### src/sv/percent_decoder_core_assert.svh
// ----------------------------------------------------------------------------
// percent_decoder_core_assert.svh
// Assertion macros used by the percent decoder core.
// ----------------------------------------------------------------------------
`ifndef PERCENT_DECODER_CORE_ASSERT_SVH
`define PERCENT_DECODER_CORE_ASSERT_SVH

// Same-cycle implication, checked on every rising clock edge out of reset.
`define PCTDEC_ASSERT_NOW(label, clk, rst, ante, cons) \
   label: assert property (@(posedge clk) disable iff (rst) (ante) |-> (cons)) \
      else $error("percent decoder assertion failed");

// Next-cycle implication, checked on every rising clock edge out of reset.
`define PCTDEC_ASSERT_NEXT(label, clk, rst, ante, cons) \
   label: assert property (@(posedge clk) disable iff (rst) (ante) |=> (cons)) \
      else $error("percent decoder assertion failed");

`endif

### src/sv/pctdec_pkg.sv
// ----------------------------------------------------------------------------
// pctdec_pkg
// Types and constants of the percent decoder.
// ----------------------------------------------------------------------------
package pctdec_pkg;

   localparam logic [7:0] PCT_CHAR  = 8'h25;
   localparam logic [7:0] NUL_CHAR  = 8'h00;

   // Position inside an escape sequence.
   typedef enum logic [1:0] {
      PH_IDLE = 2'd0,   // outside any escape
      PH_HIGH = 2'd1,   // after '%', expecting the high digit
      PH_LOW  = 2'd2    // after the high digit, expecting the low digit
   } phase_type;

   typedef struct packed {
      phase_type  phase;
      logic [3:0] high_nibble;
      logic       stopped;
      logic       error_seen;
   } state_type;

   localparam state_type STATE_RESET = '{
      phase:       PH_IDLE,
      high_nibble: 4'd0,
      stopped:     1'b0,
      error_seen:  1'b0
   };

   typedef struct packed {
      logic [7:0] out_byte;
      logic       out_valid;
      logic       end_of_string;
      logic       error;
   } result_type;

endpackage

### src/sv/pctdec_if.sv
// ----------------------------------------------------------------------------
// pctdec_if
// Valid/ready channels of the percent decoder: request and response.
// ----------------------------------------------------------------------------
interface pctdec_req_if;
   logic       valid;
   logic       ready;
   logic [7:0] in_byte;
   logic       last;

   modport source (output valid, output in_byte, output last, input ready);
   modport sink   (input valid, input in_byte, input last, output ready);
endinterface

interface pctdec_rsp_if;
   logic       valid;
   logic       ready;
   logic [7:0] out_byte;
   logic       out_valid;
   logic       end_of_string;
   logic       error;

   modport source (output valid, output out_byte, output out_valid,
                   output end_of_string, output error, input ready);
   modport sink   (input valid, input out_byte, input out_valid,
                   input end_of_string, input error, output ready);
endinterface

### src/sv/pctdec_decode.sv
// ----------------------------------------------------------------------------
// pctdec_decode
// Next-state and result logic for one input byte.
// ----------------------------------------------------------------------------
module pctdec_decode (
   input  pctdec_pkg::state_type  state_cur,
   input  logic [7:0]             in_byte,
   input  logic                   last,
   output pctdec_pkg::state_type  state_nxt,
   output pctdec_pkg::result_type result
);
   import pctdec_pkg::*;

   typedef struct packed {
      logic       ok;
      logic [3:0] val;
   } hex_type;

   function automatic hex_type hex_value(input logic [7:0] b);
      hex_type h;
      h.ok  = 1'b1;
      h.val = 4'd0;
      if (b >= 8'h30 && b <= 8'h39) begin
         h.val = b[3:0];
      end else if ((b >= 8'h61 && b <= 8'h66) || (b >= 8'h41 && b <= 8'h46)) begin
         // letters a-f and A-F share the low three bits: 1..6
         h.val = {1'b0, b[2:0]} + 4'd9;
      end else begin
         h.ok = 1'b0;
      end
      return h;
   endfunction

   hex_type   digit;
   state_type nxt;
   logic      emit;
   logic [7:0] emit_byte;

   assign digit = hex_value(in_byte);

   always_comb begin
      nxt       = state_cur;
      emit      = 1'b0;
      emit_byte = 8'd0;
      if (!state_cur.stopped && !state_cur.error_seen) begin
         unique case (state_cur.phase)
            PH_HIGH: begin
               if (!digit.ok) begin
                  nxt.error_seen = 1'b1;
                  nxt.phase      = PH_IDLE;
               end else begin
                  nxt.high_nibble = digit.val;
                  nxt.phase       = PH_LOW;
               end
            end
            PH_LOW: begin
               nxt.phase = PH_IDLE;
               // reject non-hex and the encoded zero byte
               if (!digit.ok || (state_cur.high_nibble == 4'd0 && digit.val == 4'd0)) begin
                  nxt.error_seen = 1'b1;
               end else begin
                  emit      = 1'b1;
                  emit_byte = {state_cur.high_nibble, digit.val};
               end
            end
            default: begin
               nxt.phase = PH_IDLE;
               if (in_byte == PCT_CHAR) begin
                  nxt.phase = PH_HIGH;
               end else if (in_byte == NUL_CHAR) begin
                  nxt.stopped = 1'b1;
               end else begin
                  emit      = 1'b1;
                  emit_byte = in_byte;
               end
            end
         endcase
      end

      // string ends inside an escape
      if (last && nxt.phase != PH_IDLE && !nxt.stopped && !nxt.error_seen) begin
         nxt.error_seen = 1'b1;
      end

      result.out_byte      = emit_byte;
      result.out_valid     = emit;
      result.end_of_string = last;
      result.error         = nxt.error_seen;

      state_nxt = last ? STATE_RESET : nxt;
   end

endmodule

### src/sv/percent_decoder_core.sv
// ----------------------------------------------------------------------------
// percent_decoder_core
// Streaming URL percent decoder, one encoded byte per item.
// ----------------------------------------------------------------------------
// Takes one raw byte per request item and returns exactly one response item
// for it, in order, at a sustained rate of one item per clock cycle while
// the response channel takes every item. Accepting a request loads the input
// register; the item then passes through the decode logic into the response
// register when that register is free or being taken, and is offered there.
// The decode state (escape phase, high digit, stopped and sticky error flags)
// is a single small register updated once per item, which is what sets the
// one-item-per-cycle figure. When error is set on a response, drop every
// byte of that string delivered so far; the flag stays set up to and
// including the response marked end_of_string, after which all state clears.
// req_chan.ready only falls when both stages hold items and the response
// is not being taken.
// ----------------------------------------------------------------------------
`include "percent_decoder_core_assert.svh"

module percent_decoder_core (
   input  logic         clock,
   input  logic         reset,
   pctdec_req_if.sink   req_chan,
   pctdec_rsp_if.source rsp_chan
);
   import pctdec_pkg::*;

   // Input register
   logic       s1_valid_ff, s1_valid_in;
   logic [7:0] s1_byte_ff;
   logic       s1_last_ff;

   // Decode state and response register
   state_type  state_ff, state_in;
   logic       rsp_valid_ff, rsp_valid_in;
   result_type rsp_ff;

   result_type result;
   logic       pipe_move;   // response stage free or draining this cycle
   logic       s1_load;     // input register takes a new item
   logic       step;        // an item passes through the decode logic

   // Assertion terms
   logic       chk_last_step;
   logic       chk_err_step;
   logic       chk_emit_out;

   // Advance the whole pipe whenever the response register is free or taken.
   assign pipe_move = !rsp_valid_ff || rsp_chan.ready;
   assign s1_load   = pipe_move || !s1_valid_ff;
   assign step      = pipe_move && s1_valid_ff;

   assign req_chan.ready = s1_load;

   pctdec_decode u_decode (
      .state_cur (state_ff),
      .in_byte   (s1_byte_ff),
      .last      (s1_last_ff),
      .state_nxt (state_in),
      .result    (result)
   );

   always_comb begin
      s1_valid_in  = s1_load ? req_chan.valid : s1_valid_ff;
      rsp_valid_in = pipe_move ? s1_valid_ff : rsp_valid_ff;
   end

   // Control: clear on reset.
   always_ff @(posedge clock) begin
      if (reset) begin
         s1_valid_ff  <= 1'b0;
         rsp_valid_ff <= 1'b0;
         state_ff     <= STATE_RESET;
      end else begin
         s1_valid_ff  <= s1_valid_in;
         rsp_valid_ff <= rsp_valid_in;
         // Commit the state update only for an item that actually advances.
         if (step) begin
            state_ff <= state_in;
         end
      end
   end

   // Payload: hold while stalled, no reset needed.
   always_ff @(posedge clock) begin
      if (s1_load) begin
         s1_byte_ff <= req_chan.in_byte;
         s1_last_ff <= req_chan.last;
      end
      if (step) begin
         rsp_ff <= result;
      end
   end

   assign rsp_chan.valid         = rsp_valid_ff;
   assign rsp_chan.out_byte      = rsp_ff.out_byte;
   assign rsp_chan.out_valid     = rsp_ff.out_valid;
   assign rsp_chan.end_of_string = rsp_ff.end_of_string;
   assign rsp_chan.error         = rsp_ff.error;

   assign chk_last_step = step && s1_last_ff;
   assign chk_err_step  = step && state_ff.error_seen && !s1_last_ff;
   assign chk_emit_out  = rsp_valid_ff && rsp_ff.out_valid;

   // The last item of a string leaves the decode state at its reset value.
   `PCTDEC_ASSERT_NEXT(a_clear_after_last, clock, reset, chk_last_step, state_ff == STATE_RESET)

   // The error flag is sticky within a string.
   `PCTDEC_ASSERT_NEXT(a_error_sticky, clock, reset, chk_err_step, state_ff.error_seen)

   // A decoded byte never goes out with the error flag set.
   `PCTDEC_ASSERT_NOW(a_no_emit_on_error, clock, reset, chk_emit_out, !rsp_ff.error)

   // A zero byte only stops the string from outside an escape.
   `PCTDEC_ASSERT_NOW(a_stopped_idle, clock, reset, state_ff.stopped, state_ff.phase == PH_IDLE)

endmodule
### src/flat_wrapper.sv
// flat-port wrapper written by rule: the top's interface ports become plain ports
module percent_decoder_core_flat import pctdec_pkg::*;
  (clock, reset, req_chan_valid, req_chan_in_byte, req_chan_last, req_chan_ready, rsp_chan_valid, rsp_chan_out_byte, rsp_chan_out_valid, rsp_chan_end_of_string, rsp_chan_error, rsp_chan_ready);
  pctdec_req_if req_chan_i ();
  pctdec_rsp_if rsp_chan_i ();
  input  logic clock;
  input  logic reset;
  input wire logic [$bits(req_chan_i.valid)-1:0] req_chan_valid;
  input wire logic [$bits(req_chan_i.in_byte)-1:0] req_chan_in_byte;
  input wire logic [$bits(req_chan_i.last)-1:0] req_chan_last;
  output wire logic [$bits(req_chan_i.ready)-1:0] req_chan_ready;
  output wire logic [$bits(rsp_chan_i.valid)-1:0] rsp_chan_valid;
  output wire logic [$bits(rsp_chan_i.out_byte)-1:0] rsp_chan_out_byte;
  output wire logic [$bits(rsp_chan_i.out_valid)-1:0] rsp_chan_out_valid;
  output wire logic [$bits(rsp_chan_i.end_of_string)-1:0] rsp_chan_end_of_string;
  output wire logic [$bits(rsp_chan_i.error)-1:0] rsp_chan_error;
  input wire logic [$bits(rsp_chan_i.ready)-1:0] rsp_chan_ready;
  assign req_chan_i.valid = req_chan_valid;
  assign req_chan_i.in_byte = req_chan_in_byte;
  assign req_chan_i.last = req_chan_last;
  assign req_chan_ready = req_chan_i.ready;
  assign rsp_chan_valid = rsp_chan_i.valid;
  assign rsp_chan_out_byte = rsp_chan_i.out_byte;
  assign rsp_chan_out_valid = rsp_chan_i.out_valid;
  assign rsp_chan_end_of_string = rsp_chan_i.end_of_string;
  assign rsp_chan_error = rsp_chan_i.error;
  assign rsp_chan_i.ready = rsp_chan_ready;
  percent_decoder_core u_core (.clock(clock), .reset(reset), .req_chan(req_chan_i), .rsp_chan(rsp_chan_i));
endmodule
### config.mk
export PLATFORM = sky130hd
export DESIGN_NAME = percent_decoder_core_flat
export DESIGN_NICKNAME = d
export VERILOG_FILES = /design/src/sv/pctdec_pkg.sv /design/src/sv/pctdec_if.sv /design/src/sv/pctdec_decode.sv /design/src/sv/percent_decoder_core.sv /design/src/flat_wrapper.sv
export VERILOG_INCLUDE_DIRS = /design/src /design/src/sv
export SDC_FILE = /design/constraint.sdc
export NUM_CORES = 1
export LEC_CHECK = 0
export ABC_AREA = 1
export BUFFER_PORTS_ARGS = -buffer_cell sky130_fd_sc_hd__buf_2
export CORE_MARGIN = 1.5
export CORE_UTILIZATION = 42
export DETAILED_ROUTE_END_ITERATION = 7
export PLACE_DENSITY = 0.68
export SETUP_SLACK_MARGIN = 0.2
export SYNTH_ARGS = -nofsm -noshare
export SYNTH_HDL_FRONTEND = slang
export SYNTH_HIERARCHICAL = 1
export SYNTH_SLANG_ARGS = --single-unit
### constraint.sdc
create_clock -name clock -period 4.5 [get_ports clock]
set_clock_uncertainty 0.1 [all_clocks]
set_input_delay 0.9 -clock clock [delete_from_list [all_inputs] [get_ports clock]]
set_output_delay 0.9 -clock clock [all_outputs]
set_load 0.005 [all_outputs]
==> flow_summary.yaml <==
timing:
  tightest_slew_ns: 1.06
  slew_violations: 0
  layout_min_cycle_time_ns: 2.72
  timing.hold.ws_ns: 0.431
  setup_viol: 0
  tns_ns: 0
  grt_setup_unrepaired: "false"
  slew-limit-headroom: 0.291
  hold_violations: 0
  layout_worst_path_cycle_share: 0.603
  max_freq_mhz: 368
critical_path:
  cp-startpoint: "u_core/s1_valid_ff"
  end_kind: "output pin"
  path_cells: "nand3_1 > buf_2"
  rr_worst_depth: 12
  timing.rr.end: "u_core/state_ff[0]"
  path_max_fanout: 18
  crit_family: "flip-flops"
  worstPathArrival_ns: 1.72
  path_class: "register to output pin"
  critPathRequiredTime_ns: 3.50
  cpMaxStageDelayCell: "dfxtp_1"
  crit_path_start_kind: "register"
  cp.depth: 2
  crit_end: "req_chan_ready"
  r2r_start: "u_core/state_ff[6]"
  reg2reg_slack_ns: 2.19
  cp.buffers_inverters: 1
  crit_path_max_incr_delay_ns: 0.68
route:
  maxUsedRoutingLayer: "met4"
  drt_first_pass_iters: 4
  drc: 0
  drt-wirelength-per-cell_um: 10.9
  vias: 1454
  ant_nets: 0
  avgViaCountPerCell: 5.00
  wl_met1_mm: 1.58
  dr_wl_met2_mm: 1.38
  wirelength_mm: 3.18
  dr_wl_met3_um: 151
  drt_iter0_drc: 79
clocking:
  postCtsSetupRepairBufs: 0
  ctsResizeCount: 0
  cts-htree-levels: 2
  clk_pin_slew_ns: 0.06
  cts_tree: "built"
  cts_buffer_depth: 2
  clock_latency_ns: 0.28
  cts_root_buf: "clkbuf_8"
  cts_buffers: 5
  clock_sinks: 30
  cts.hold.buffers_added: 0
layout:
  syn2layout_area_growth_pct: 13.0
  mostFrequentLayoutCells: "nor2_1, inv_1, buf_2, nand2_1, a21oi_1"
  final_cell_area_um2: 2000
  fin_nets: 259
  drive_gt1_frac: 0.257
  nFillCells: 389
  antennaDiodeCount: 0
  final_common_cell: "nor2_1"
  seq_area_um2: 801
  multi_input_area_um2: 792
synthesis:
  yosysTopAreaCell: "edfxtp_1"
  ys_seq_area_frac: 0.453
  netlist_area_um2: 1770
  syn_avg_cell_area_um2: 8.26
  ys_top_cells_by_area: "edfxtp_1, dfxtp_1, a21oi_1"
  synthesis.nets: 233
  ys_warn_count: 6
  ys_ff_latch: 30
  synth_top_area_frac: 0.340
  postSynthCellCount: 214
  ys_types: 28
pwr:
  p_per_area_nw_per_um2: 330
  total_leakage_power_nw: 0.857
  ir_drop_uv: 200
grt:
  antenna_found_initial: 0
  grt_overflow: 0
  grt_max_degree: 19
  track_usage: 0.156
  grt_pass1_wl_mm: 5.22
  grt_pass1_vias: 1170
hold_path:
  min_path_type: "register to register"
  holdPathStages: 2
die:
  die_h_um: 67.9
  dieArea_um2: 4600
  core_um2: 4030
  io_pins: 26
  initial_core_util: 0.439
  die_w_um: 67.9
  row_count: 23
outcome:
  status: "finished clean"
placement:
  dpl_cell_area_um2: 1910
  dp_hpwl_mm: 2.41
  portBuffers: 25
  gp_congestion: 0.857
run:
  maxCapViolCount: 0
-- cells in the mapped netlist --
master    count
nand2_4       2
clkbuf_1      1
buf_6         2
nand3_1      18
a31oi_1       2
or2_1         1
inv_2         4
nor2_2        9
o21ai_2       1
nand2_2       8
clkinv_1      1
nor2_1       29
nor2_4        2
dfxtp_1      10
o21ai_0      10
o21ai_1       3
o21a_1        1
nand2_1      23
edfxtp_1     20
nand3_2       3
inv_1        26
inv_6         1
a21oi_1      22
buf_4         3
ha_1          6
nand3b_1      1
o211ai_1      1
nand4_1       4
-- cell type report --
| type | count | area share |
|---|---|---|
| inverter | 32 | 0.0627 |
| clock inverter | 1 | 0.00251 |
| sequential | 30 | 0.401 |
| clock buffer | 7 | 0.0432 |
| timing repair buffer | 25 | 0.0627 |
| tap | 50 | 0.0313 |
| multi-input combinational | 146 | 0.397 |
-- routing by layer --
| layer | GRT usage | vias up |
|---|---|---|
| met1 | 0.202 | 654 |
| met5 | 0 | - |
| li1 | - | 758 |
| met4 | 0.0750 | 0 |
| met2 | 0.235 | 36 |
| met3 | 0.0493 | 6 |
-- logic make-up (layout without fill, tap and decap cells) --
family | after synthesis | count (layout) | share of synthesized area
compound gates | 40 | 40 | 0.120
buf+inv | 38 | 65 | 0.0984
flops | 30 | 30 | 0.453
simple gates | 100 | 100 | 0.286
fa+ha+maj | 6 | 6 | 0.0425
-- state kept, by name, summed over array words and instances, names as in the netlist --
signal / count
u_core/rsp_chan.out_byte: 8
u_core/s1_byte_ff: 8
u_core/state_ff: 8
u_core/rsp_chan.end_of_string: 1
u_core/rsp_chan.error: 1
u_core/rsp_chan.out_valid: 1
u_core/rsp_chan.valid: 1
u_core/s1_last_ff: 1
u_core/s1_valid_ff: 1
-- stage by stage --
step	instances	total power, W	utilization	worst slack, ns
6_report	291	0.000660	0.496	1.78
5_1_grt	291	0.000697	0.496	1.56
4_1_cts	291	0.000667	0.496	1.76
3_5_place_dp	283	0.000448	0.473	1.77
3_3_place_gp	283	0.000446	0.473	1.79
2_1_floorplan	214	0.000423	-	2.23
-- report_power, final --
part,internal [W],total (W),switching [W]
Combinational,0.0000435,0.000110,0.0000668
Sequential,0.000317,0.000332,0.0000151
Clock,0.000123,0.000218,0.0000947
Total,0.000483,0.000660,0.000177
-- worst register-to-register path, cell delays in order, from the launching register on --
cell and delay (ns):
dfxtp_1 0.36, inv_1 0.07, ha_1 0.54, inv_2 0.17, or2_1 0.24, o21ai_1 0.17
nor2_1 0.06, a21oi_1 0.18, a21oi_1 0.08, inv_1 0.06, nand3_1 0.07, nand2_1 0.08
nor2_1 0.04
-- worst min-delay path by stage --
stage                        from            endpoint  slack [ns]
3_3_place_gp   u_core/state_ff[6]  u_core/state_ff[6]        0.42
4_1_cts        u_core/state_ff[6]  u_core/state_ff[6]        0.43
6_report       u_core/state_ff[6]  u_core/state_ff[6]        0.43
2_1_floorplan  u_core/state_ff[6]  u_core/state_ff[6]        0.38
3_5_place_dp   u_core/state_ff[6]  u_core/state_ff[6]        0.42
5_1_grt        u_core/state_ff[2]  u_core/state_ff[2]        0.47
Power figures use the tool's default switching activity.
